$ cat config.mk
export PLATFORM = sky130hd
export DESIGN_NAME = double_ended_queue_unit
export DESIGN_NICKNAME = d
export VERILOG_FILES = /design/src/design/deq_pkg.sv /design/src/design/deq_front.sv /design/src/design/deq_fifo.sv /design/src/design/deq_back.sv /design/src/design/double_ended_queue_unit.sv
export SDC_FILE = /design/constraint.sdc
export NUM_CORES = 1
export LEC_CHECK = 0
export BUFFER_PORTS_ARGS = -buffer_cell sky130_fd_sc_hd__buf_2
export CORE_UTILIZATION = 55
export DETAILED_ROUTE_END_ITERATION = 7
export GPL_TIMING_DRIVEN = 0
export PLACE_DENSITY = 0.72
export SETUP_SLACK_MARGIN = 0.1
export SYNTH_ARGS = -nofsm -noshare
export SYNTH_HDL_FRONTEND = slang
export SYNTH_HIERARCHICAL = 1
export SYNTH_SLANG_ARGS = --single-unit
$ cat constraint.sdc
create_clock -name aclk -period 7.8 [get_ports aclk]
set_clock_uncertainty 0.15 [all_clocks]
set_input_delay 1.56 -clock aclk [delete_from_list [all_inputs] [get_ports aclk]]
set_output_delay 1.56 -clock aclk [all_outputs]
set_load 0.03 [all_outputs]
$ cat src/design/deq_pkg.sv
package deq_pkg;

    typedef enum logic [2:0] {
        OP_PUSH_FRONT = 3'd0,
        OP_PUSH_BACK  = 3'd1,
        OP_POP_FRONT  = 3'd2,
        OP_POP_BACK   = 3'd3,
        OP_DUMP       = 3'd4,
        OP_INVALID    = 3'd5
    } op_t;

    typedef enum logic [1:0] {
        ST_OK      = 2'd0,
        ST_EMPTY   = 2'd1,
        ST_FULL    = 2'd2,
        ST_INVALID = 2'd3
    } status_t;

    localparam int FUNC_W  = 3;
    localparam int VALUE_W = 32;

    typedef struct packed {
        op_t                op;
        logic [VALUE_W-1:0] value;
    } req_t;

endpackage

$ cat src/design/deq_front.sv
module deq_front (
    input  logic                        s_tvalid,
    output logic                        s_tready,
    input  logic [deq_pkg::FUNC_W-1:0]  func,
    input  logic [deq_pkg::VALUE_W-1:0] value,
    output logic                        req_valid,
    input  logic                        req_ready,
    output deq_pkg::req_t               req
);

    deq_pkg::op_t op;

    always_comb begin
        case (func)
            deq_pkg::OP_PUSH_FRONT: op = deq_pkg::OP_PUSH_FRONT;
            deq_pkg::OP_PUSH_BACK:  op = deq_pkg::OP_PUSH_BACK;
            deq_pkg::OP_POP_FRONT:  op = deq_pkg::OP_POP_FRONT;
            deq_pkg::OP_POP_BACK:   op = deq_pkg::OP_POP_BACK;
            deq_pkg::OP_DUMP:       op = deq_pkg::OP_DUMP;
            default:                op = deq_pkg::OP_INVALID;
        endcase
    end

    assign req_valid = s_tvalid;
    assign s_tready  = req_ready;
    assign req.op    = op;
    assign req.value = value;

endmodule

$ cat src/design/deq_fifo.sv
module deq_fifo (
    input  logic          aclk,
    input  logic          aresetn,
    input  logic          push_valid,
    output logic          push_ready,
    input  deq_pkg::req_t push_data,
    output logic          pop_valid,
    input  logic          pop_ready,
    output deq_pkg::req_t pop_data
);

    deq_pkg::req_t slot_reg [2];
    logic          wr_ptr_reg, wr_ptr_next;
    logic          rd_ptr_reg, rd_ptr_next;
    logic [1:0]    cnt_reg, cnt_next;
    logic          do_push, do_pop;

    assign push_ready = (cnt_reg != 2'd2);
    assign pop_valid  = (cnt_reg != 2'd0);
    assign pop_data   = slot_reg[rd_ptr_reg];
    assign do_push    = push_valid && push_ready;
    assign do_pop     = pop_valid && pop_ready;

    always_comb begin
        wr_ptr_next = do_push ? ~wr_ptr_reg : wr_ptr_reg;
        rd_ptr_next = do_pop ? ~rd_ptr_reg : rd_ptr_reg;
        cnt_next    = cnt_reg;
        if (do_push && !do_pop) begin
            cnt_next = cnt_reg + 2'd1;
        end else if (!do_push && do_pop) begin
            cnt_next = cnt_reg - 2'd1;
        end
    end

    always_ff @(posedge aclk) begin
        if (!aresetn) begin
            wr_ptr_reg <= 1'b0;
            rd_ptr_reg <= 1'b0;
            cnt_reg    <= 2'd0;
        end else begin
            wr_ptr_reg <= wr_ptr_next;
            rd_ptr_reg <= rd_ptr_next;
            cnt_reg    <= cnt_next;
        end
    end

    always_ff @(posedge aclk) begin
        if (do_push) begin
            slot_reg[wr_ptr_reg] <= push_data;
        end
    end

endmodule

$ cat src/design/deq_back.sv
module deq_back #(
    parameter int DEPTH = 16
) (
    input  logic                        aclk,
    input  logic                        aresetn,
    input  logic                        req_valid,
    output logic                        req_ready,
    input  deq_pkg::req_t               req,
    output logic                        m_tvalid,
    input  logic                        m_tready,
    output logic [deq_pkg::VALUE_W-1:0] m_tdata,
    output logic [1:0]                  m_tuser,
    output logic                        m_tlast,
    output logic [$clog2(DEPTH+1)-1:0]  entry_count
);

    localparam int PW = $clog2(DEPTH);
    localparam int CW = $clog2(DEPTH + 1);
    localparam int SW = PW + 1;

    localparam logic S_IDLE = 1'b0;
    localparam logic S_DUMP = 1'b1;

    logic [deq_pkg::VALUE_W-1:0] mem [DEPTH];
    logic [deq_pkg::VALUE_W-1:0] rd_data_reg;

    logic          state_reg, state_next;
    logic [PW-1:0] front_reg, front_next;
    logic [CW-1:0] count_reg, count_next;
    logic [CW-1:0] idx_reg, idx_next;
    logic [PW-1:0] rd_ptr_reg, rd_ptr_next;
    logic [PW-1:0] rd_addr;
    logic          wr_en;
    logic [PW-1:0] wr_addr;

    logic                        out_valid_reg, out_valid_next;
    logic [deq_pkg::VALUE_W-1:0] out_data_reg, out_data_next;
    logic [1:0]                  out_status_reg, out_status_next;
    logic                        out_last_reg, out_last_next;

    logic          out_free;
    logic          is_full, is_empty;
    logic [SW-1:0] back_sum;
    logic [PW-1:0] back_addr;

    function automatic logic [PW-1:0] ptr_inc(input logic [PW-1:0] p);
        return (p == PW'(DEPTH - 1)) ? '0 : p + 1'b1;
    endfunction

    function automatic logic [PW-1:0] ptr_dec(input logic [PW-1:0] p);
        return (p == '0) ? PW'(DEPTH - 1) : p - 1'b1;
    endfunction

    assign out_free  = !out_valid_reg || m_tready;
    assign is_full   = (count_reg == CW'(DEPTH));
    assign is_empty  = (count_reg == '0);
    assign back_sum  = SW'(front_reg) + SW'(count_reg);
    assign back_addr = (back_sum >= SW'(DEPTH)) ? PW'(back_sum - SW'(DEPTH)) : PW'(back_sum);
    assign req_ready = (state_reg == S_IDLE) && out_free;

    always_comb begin
        state_next      = state_reg;
        front_next      = front_reg;
        count_next      = count_reg;
        idx_next        = idx_reg;
        rd_ptr_next     = rd_ptr_reg;
        rd_addr         = rd_ptr_reg;
        wr_en           = 1'b0;
        wr_addr         = back_addr;
        out_valid_next  = out_valid_reg && !m_tready;
        out_data_next   = out_data_reg;
        out_status_next = out_status_reg;
        out_last_next   = out_last_reg;

        case (state_reg)
            S_IDLE: begin
                if (req_valid && out_free) begin
                    out_valid_next  = 1'b1;
                    out_data_next   = '0;
                    out_last_next   = 1'b1;
                    out_status_next = deq_pkg::ST_OK;
                    case (req.op)
                        deq_pkg::OP_PUSH_FRONT: begin
                            if (is_full) begin
                                out_status_next = deq_pkg::ST_FULL;
                            end else begin
                                front_next = ptr_dec(front_reg);
                                wr_en      = 1'b1;
                                wr_addr    = ptr_dec(front_reg);
                                count_next = count_reg + 1'b1;
                            end
                        end
                        deq_pkg::OP_PUSH_BACK: begin
                            if (is_full) begin
                                out_status_next = deq_pkg::ST_FULL;
                            end else begin
                                wr_en      = 1'b1;
                                count_next = count_reg + 1'b1;
                            end
                        end
                        deq_pkg::OP_POP_FRONT: begin
                            if (is_empty) begin
                                out_status_next = deq_pkg::ST_EMPTY;
                            end else begin
                                front_next = ptr_inc(front_reg);
                                count_next = count_reg - 1'b1;
                            end
                        end
                        deq_pkg::OP_POP_BACK: begin
                            if (is_empty) begin
                                out_status_next = deq_pkg::ST_EMPTY;
                            end else begin
                                count_next = count_reg - 1'b1;
                            end
                        end
                        deq_pkg::OP_DUMP: begin
                            if (is_empty) begin
                                out_status_next = deq_pkg::ST_EMPTY;
                            end else begin
                                out_valid_next = out_valid_reg && !m_tready;
                                state_next     = S_DUMP;
                                idx_next       = '0;
                                rd_ptr_next    = front_reg;
                                rd_addr        = front_reg;
                            end
                        end
                        default: begin
                            out_status_next = deq_pkg::ST_INVALID;
                        end
                    endcase
                end
            end
            S_DUMP: begin
                if (out_free) begin
                    out_valid_next  = 1'b1;
                    out_data_next   = rd_data_reg;
                    out_status_next = deq_pkg::ST_OK;
                    out_last_next   = (idx_reg + 1'b1 == count_reg);
                    idx_next        = idx_reg + 1'b1;
                    rd_ptr_next     = ptr_inc(rd_ptr_reg);
                    rd_addr         = ptr_inc(rd_ptr_reg);
                    if (idx_reg + 1'b1 == count_reg) begin
                        state_next = S_IDLE;
                    end
                end
            end
            default: begin
                state_next = S_IDLE;
            end
        endcase
    end

    always_ff @(posedge aclk) begin
        if (!aresetn) begin
            state_reg     <= S_IDLE;
            front_reg     <= '0;
            count_reg     <= '0;
            out_valid_reg <= 1'b0;
        end else begin
            state_reg     <= state_next;
            front_reg     <= front_next;
            count_reg     <= count_next;
            out_valid_reg <= out_valid_next;
        end
    end

    always_ff @(posedge aclk) begin
        idx_reg        <= idx_next;
        rd_ptr_reg     <= rd_ptr_next;
        out_data_reg   <= out_data_next;
        out_status_reg <= out_status_next;
        out_last_reg   <= out_last_next;
    end

    always_ff @(posedge aclk) begin
        if (wr_en) begin
            mem[wr_addr] <= req.value;
        end
        rd_data_reg <= mem[rd_addr];
    end

    assign m_tvalid    = out_valid_reg;
    assign m_tdata     = out_data_reg;
    assign m_tuser     = out_status_reg;
    assign m_tlast     = out_last_reg;
    assign entry_count = count_reg;

endmodule

$ cat src/design/double_ended_queue_unit.sv
// Bounded double-ended queue of 32-bit signed values in a DEPTH-entry ring memory.
// Every request gives one result (status ok, empty, full or invalid), except a dump of a
// non-empty queue, which gives one result per entry from front to back with m_tlast on the
// final one. A two-entry request queue sits between the input decoder and the execution
// unit, and results leave through a single output register. Push, pop and invalid requests
// are finished by the execution unit as it takes them; a dump reads the front entry from the
// ring memory, then gives one entry per cycle while the output register is free, taking no
// new request until done. Results pass the request queue and the output register, the first
// dump result also the memory read register. No clearing pass is needed after reset.
module double_ended_queue_unit #(
    parameter int DEPTH = 16
) (
    input  logic        aclk,
    input  logic        aresetn,
    input  logic        s_tvalid,
    output logic        s_tready,
    input  logic [31:0] s_tdata,   // value[31:0]
    input  logic [2:0]  s_tuser,   // func[2:0]
    output logic        m_tvalid,
    input  logic        m_tready,
    output logic [31:0] m_tdata,   // item_value[31:0]
    output logic [1:0]  m_tuser,   // status[1:0]
    output logic        m_tlast
);

    logic                       fe_valid, fe_ready;
    deq_pkg::req_t              fe_req;
    logic                       be_valid, be_ready;
    deq_pkg::req_t              be_req;
    logic [$clog2(DEPTH+1)-1:0] entry_count;

    deq_front u_front (
        .s_tvalid  (s_tvalid),
        .s_tready  (s_tready),
        .func      (s_tuser),
        .value     (s_tdata),
        .req_valid (fe_valid),
        .req_ready (fe_ready),
        .req       (fe_req)
    );

    deq_fifo u_fifo (
        .aclk       (aclk),
        .aresetn    (aresetn),
        .push_valid (fe_valid),
        .push_ready (fe_ready),
        .push_data  (fe_req),
        .pop_valid  (be_valid),
        .pop_ready  (be_ready),
        .pop_data   (be_req)
    );

    deq_back #(
        .DEPTH (DEPTH)
    ) u_back (
        .aclk        (aclk),
        .aresetn     (aresetn),
        .req_valid   (be_valid),
        .req_ready   (be_ready),
        .req         (be_req),
        .m_tvalid    (m_tvalid),
        .m_tready    (m_tready),
        .m_tdata     (m_tdata),
        .m_tuser     (m_tuser),
        .m_tlast     (m_tlast),
        .entry_count (entry_count)
    );

    a_count_bound: assert property (@(posedge aclk) disable iff (!aresetn)
        entry_count <= ($clog2(DEPTH+1))'(DEPTH))
        else $error("entry count above depth");

    a_status_last: assert property (@(posedge aclk) disable iff (!aresetn)
        m_tvalid && (m_tuser != deq_pkg::ST_OK) |-> m_tlast && (m_tdata == '0))
        else $error("non-ok result must be final and carry zero");

    a_reset_idle: assert property (@(posedge aclk)
        !aresetn |=> !m_tvalid)
        else $error("result valid right after reset");

    a_count_step: assert property (@(posedge aclk) disable iff (!aresetn)
        m_tvalid && (m_tuser == deq_pkg::ST_FULL) |->
            entry_count == ($clog2(DEPTH+1))'(DEPTH))
        else $error("full result with queue not full");

endmodule

==> results.tsv <==
metric	value	unit
cts_tree	built	
crit_type	reg2reg	
status	complete, no violations	
slew_viol_final	0	
ctsHtreeMaxLevel	3	
final.setup.tns	0	ps
vdd_drop_max	0.000260	V
cts_num_sinks	674	
cp.arrival	5160	ps
cts_resized	0	
leakagePower	10.8	nW
num_rows	81	
die_area	0.0503	mm^2
syn-instance-count	1801	
grt_setup_unrepaired	no	
syn-cell-area	0.0272	mm^2
setup_slack	3030	ps
drc	0	
cts_hold_buf	0	
avgSynthCellArea	15.1	um^2
swShare	34.2	%
grt_pass1_vias	16500	
final_layout_size_suffix_gt1_share	16.6	%
tightest_slew	877	ps
dp_slack	2840	ps
cts_buffer_depth	3	
place.port_buffers	42	
worst_skew_pair.late_latency	600	ps
crit_fanout	10	
fin_util	63.5	%
grt-ovfl-total	0	
fmax	0.210	GHz
dp_hpwl	45800	um
p_sw	4.00	mW
synth-async-reset-ratio	0	%
grt_first_pass_wirelength	103000	um
hold_viol_final	0	
areaGrowthSynthToFinish	14.2	%
ys_seq_area_share	72.6	%
cp-end-kind	flop	
ys.flop_type	edfxtp_1	
wl_per_cell	26.5	um
cts-root-buf	clkbuf_16	
fill_cells	3492	
start_util	55.6	%
fp.coreArea	0.0488	mm^2
drt-initial-drc-count	1835	
post-cts-setup-buffers	0	
intPower	7.71	mW
cts_buffers	67	
grt_max_degree	26	
globalRouteTotalUtil	28.2	%
synth_area_leaders	edfxtp_1 69%, a211oi_1 7.1%, and3_1 6.0%, dfxtp_1 3.8%, mux2_2 1.5%	
holdWs	349	ps
io_pins	76	
cap_violations	0	
yosysTopAreaCellShare	68.8	%
antenna_found_initial	2	
via_count	16900	
yosys-top-cells-count	622 x edfxtp_1, 259 x and3_1, 256 x a211oi_1, 67 x buf_2, 67 x clkbuf_1	
yosysWarnings	6	
nNetsFinal	1983	
yosysMostFrequentCell	edfxtp_1	
place.gp.congestion	0.857	
worstPathRequired	8180	ps
vias_per_cell	6.39	
fp.dieH	224	um
finalNonFillerCells	2650	
p_comb_share	31.7	%
die-width	224	um
synth_top_area_cell	edfxtp_1	
timing.final.crit_share	61.2	%
p_per_area	378	mW/mm^2
largest_reg_flops	512	
synth_enable_flop_cells	622	
p_clk_share	28.1	%
wl	70200	um
hp-class	reg2reg	
synth_nets	1853	
pwr-share-seq	40.2	%
placed_cells	2526	
ys_ff_latch	674	
timing.final.crit_period	4770	ps
drt_pass1_iterations	5	
synth_cell_type_count	59	
drt.antenna.violating_nets	0	
setup_viol	0	
max_slew_margin	41.5	%
clk_pin_slew	60	ps
cp-start-kind	flop	
cells by family (layout without fill, tap and decap cells):
kind of cell | Yosys count | in the layout | synth area share [%]
xor+xnor | 23 | 23 | 0.742
simple gates | 420 | 420 | 9.57
compound gates | 434 | 434 | 11.1
flops | 674 | 674 | 72.6
fa+ha+maj | 13 | 13 | 0.654
other cells | 0 | 2 | 0
buf+inv | 192 | 375 | 3.51
mux | 45 | 45 | 1.83
placed cells by master, fill, tap and decap left out, types with 8 or more instances in the layout:
cell       netlist  routed
a211oi_1       256     256
a21oi_1         11      11
and2_1          45      45
and3_1         259     258
and4_1          32      32
buf_12           0      12
buf_2           67     109
buf_4           35      35
clkbuf_1        67      86
clkbuf_16        0      73
clkinv_1         1      10
dfxtp_1         52      52
edfxtp_1       622     622
ha_1            11      11
inv_1           14      13
mux2_2          37      37
mux2i_1          8       8
nand2_1         19      19
nand3_1          8       8
nor2_1          30      13
nor2_4           0      17
nor2b_1          8       8
o21ai_0         64      64
o21ai_1         42      42
o21bai_1        33      33
xnor2_1         14      14
xor2_1           9       9
worst paths after layout:
path,start,end,slack [ps],depth (start not counted)
worst min-delay path,u_back/rd_data_reg[3]$_DFF_P_,u_back/m_tdata[3]$_SDFFCE_PN0P_,350,1
worst max-delay path,flop,u_back/rd_data_reg[12]$_DFF_P_,3030,12
worst min register to register,u_back/rd_data_reg[3]$_DFF_P_,u_back/m_tdata[3]$_SDFFCE_PN0P_,350,1
worst max register to register,flop,u_back/rd_data_reg[12]$_DFF_P_,3030,12
power by group through the flow:
| stage | logic, mW | clock network, mW | registers, mW |
|---|---|---|---|
| 6_report | 3.71 | 3.29 | 4.71 |
| 5_1_grt | 3.92 | 3.46 | 4.74 |
| 4_1_cts | 3.66 | 3.31 | 4.71 |
| 3_5_place_dp | 3.62 | 0 | 4.78 |
| 3_3_place_gp | 3.44 | 0 | 4.80 |
| 2_1_floorplan | 2.09 | 0 | 4.92 |
cell type report:
cell class / instances / area [um^2] / share of cell area [%]
Clock inverter: 23 / 263 / 0.847
Antenna cell: 2 / 5.00 / 0.0161
Sequential cell: 674 / 19700 / 63.6
Inverter: 16 / 60.1 / 0.194
Clock buffer: 99 / 1990 / 6.43
Timing Repair Buffer: 61 / 643 / 2.07
Multi-Input combinational cell: 935 / 6610 / 21.3
Buffer: 176 / 892 / 2.88
Tap cell: 664 / 831 / 2.68
metal layers:
| metal | wire [um] | up-vias | part of all wire (%) | GRT usage [%] |
|---|---|---|---|---|
| met5 | 0 | - | 0 | 0 |
| met4 | 2910 | 0 | 4.1 | 13.6 |
| met3 | 7010 | 176 | 10 | 5.23 |
| met2 | 33600 | 984 | 48 | 45.6 |
| met1 | 26700 | 8435 | 38 | 37.2 |
| li1 | - | 7326 | - | - |
metrics by stage:
stage                     total power, mW  area [um^2]
after floorplan                      7.02        27200
after global placement               8.24        28200
after detailed placement             8.41        28800
after CTS                            11.7        31000
after global routing                 12.1        31000
final                                11.7        31000
worst max-delay path, cell delays in order, from the launching register on:
cell and delay, ps:
dfxtp_1 310, buf_2 320, buf_2 490, mux2_2 460
nor2_1 190, o211ai_2 210, o21ai_1 600, clkbuf_1 500
clkbuf_1 520, and3_1 250, a211oi_1 50, o21ai_0 390
and4_1 270
(Power assumes the default switching activity.)
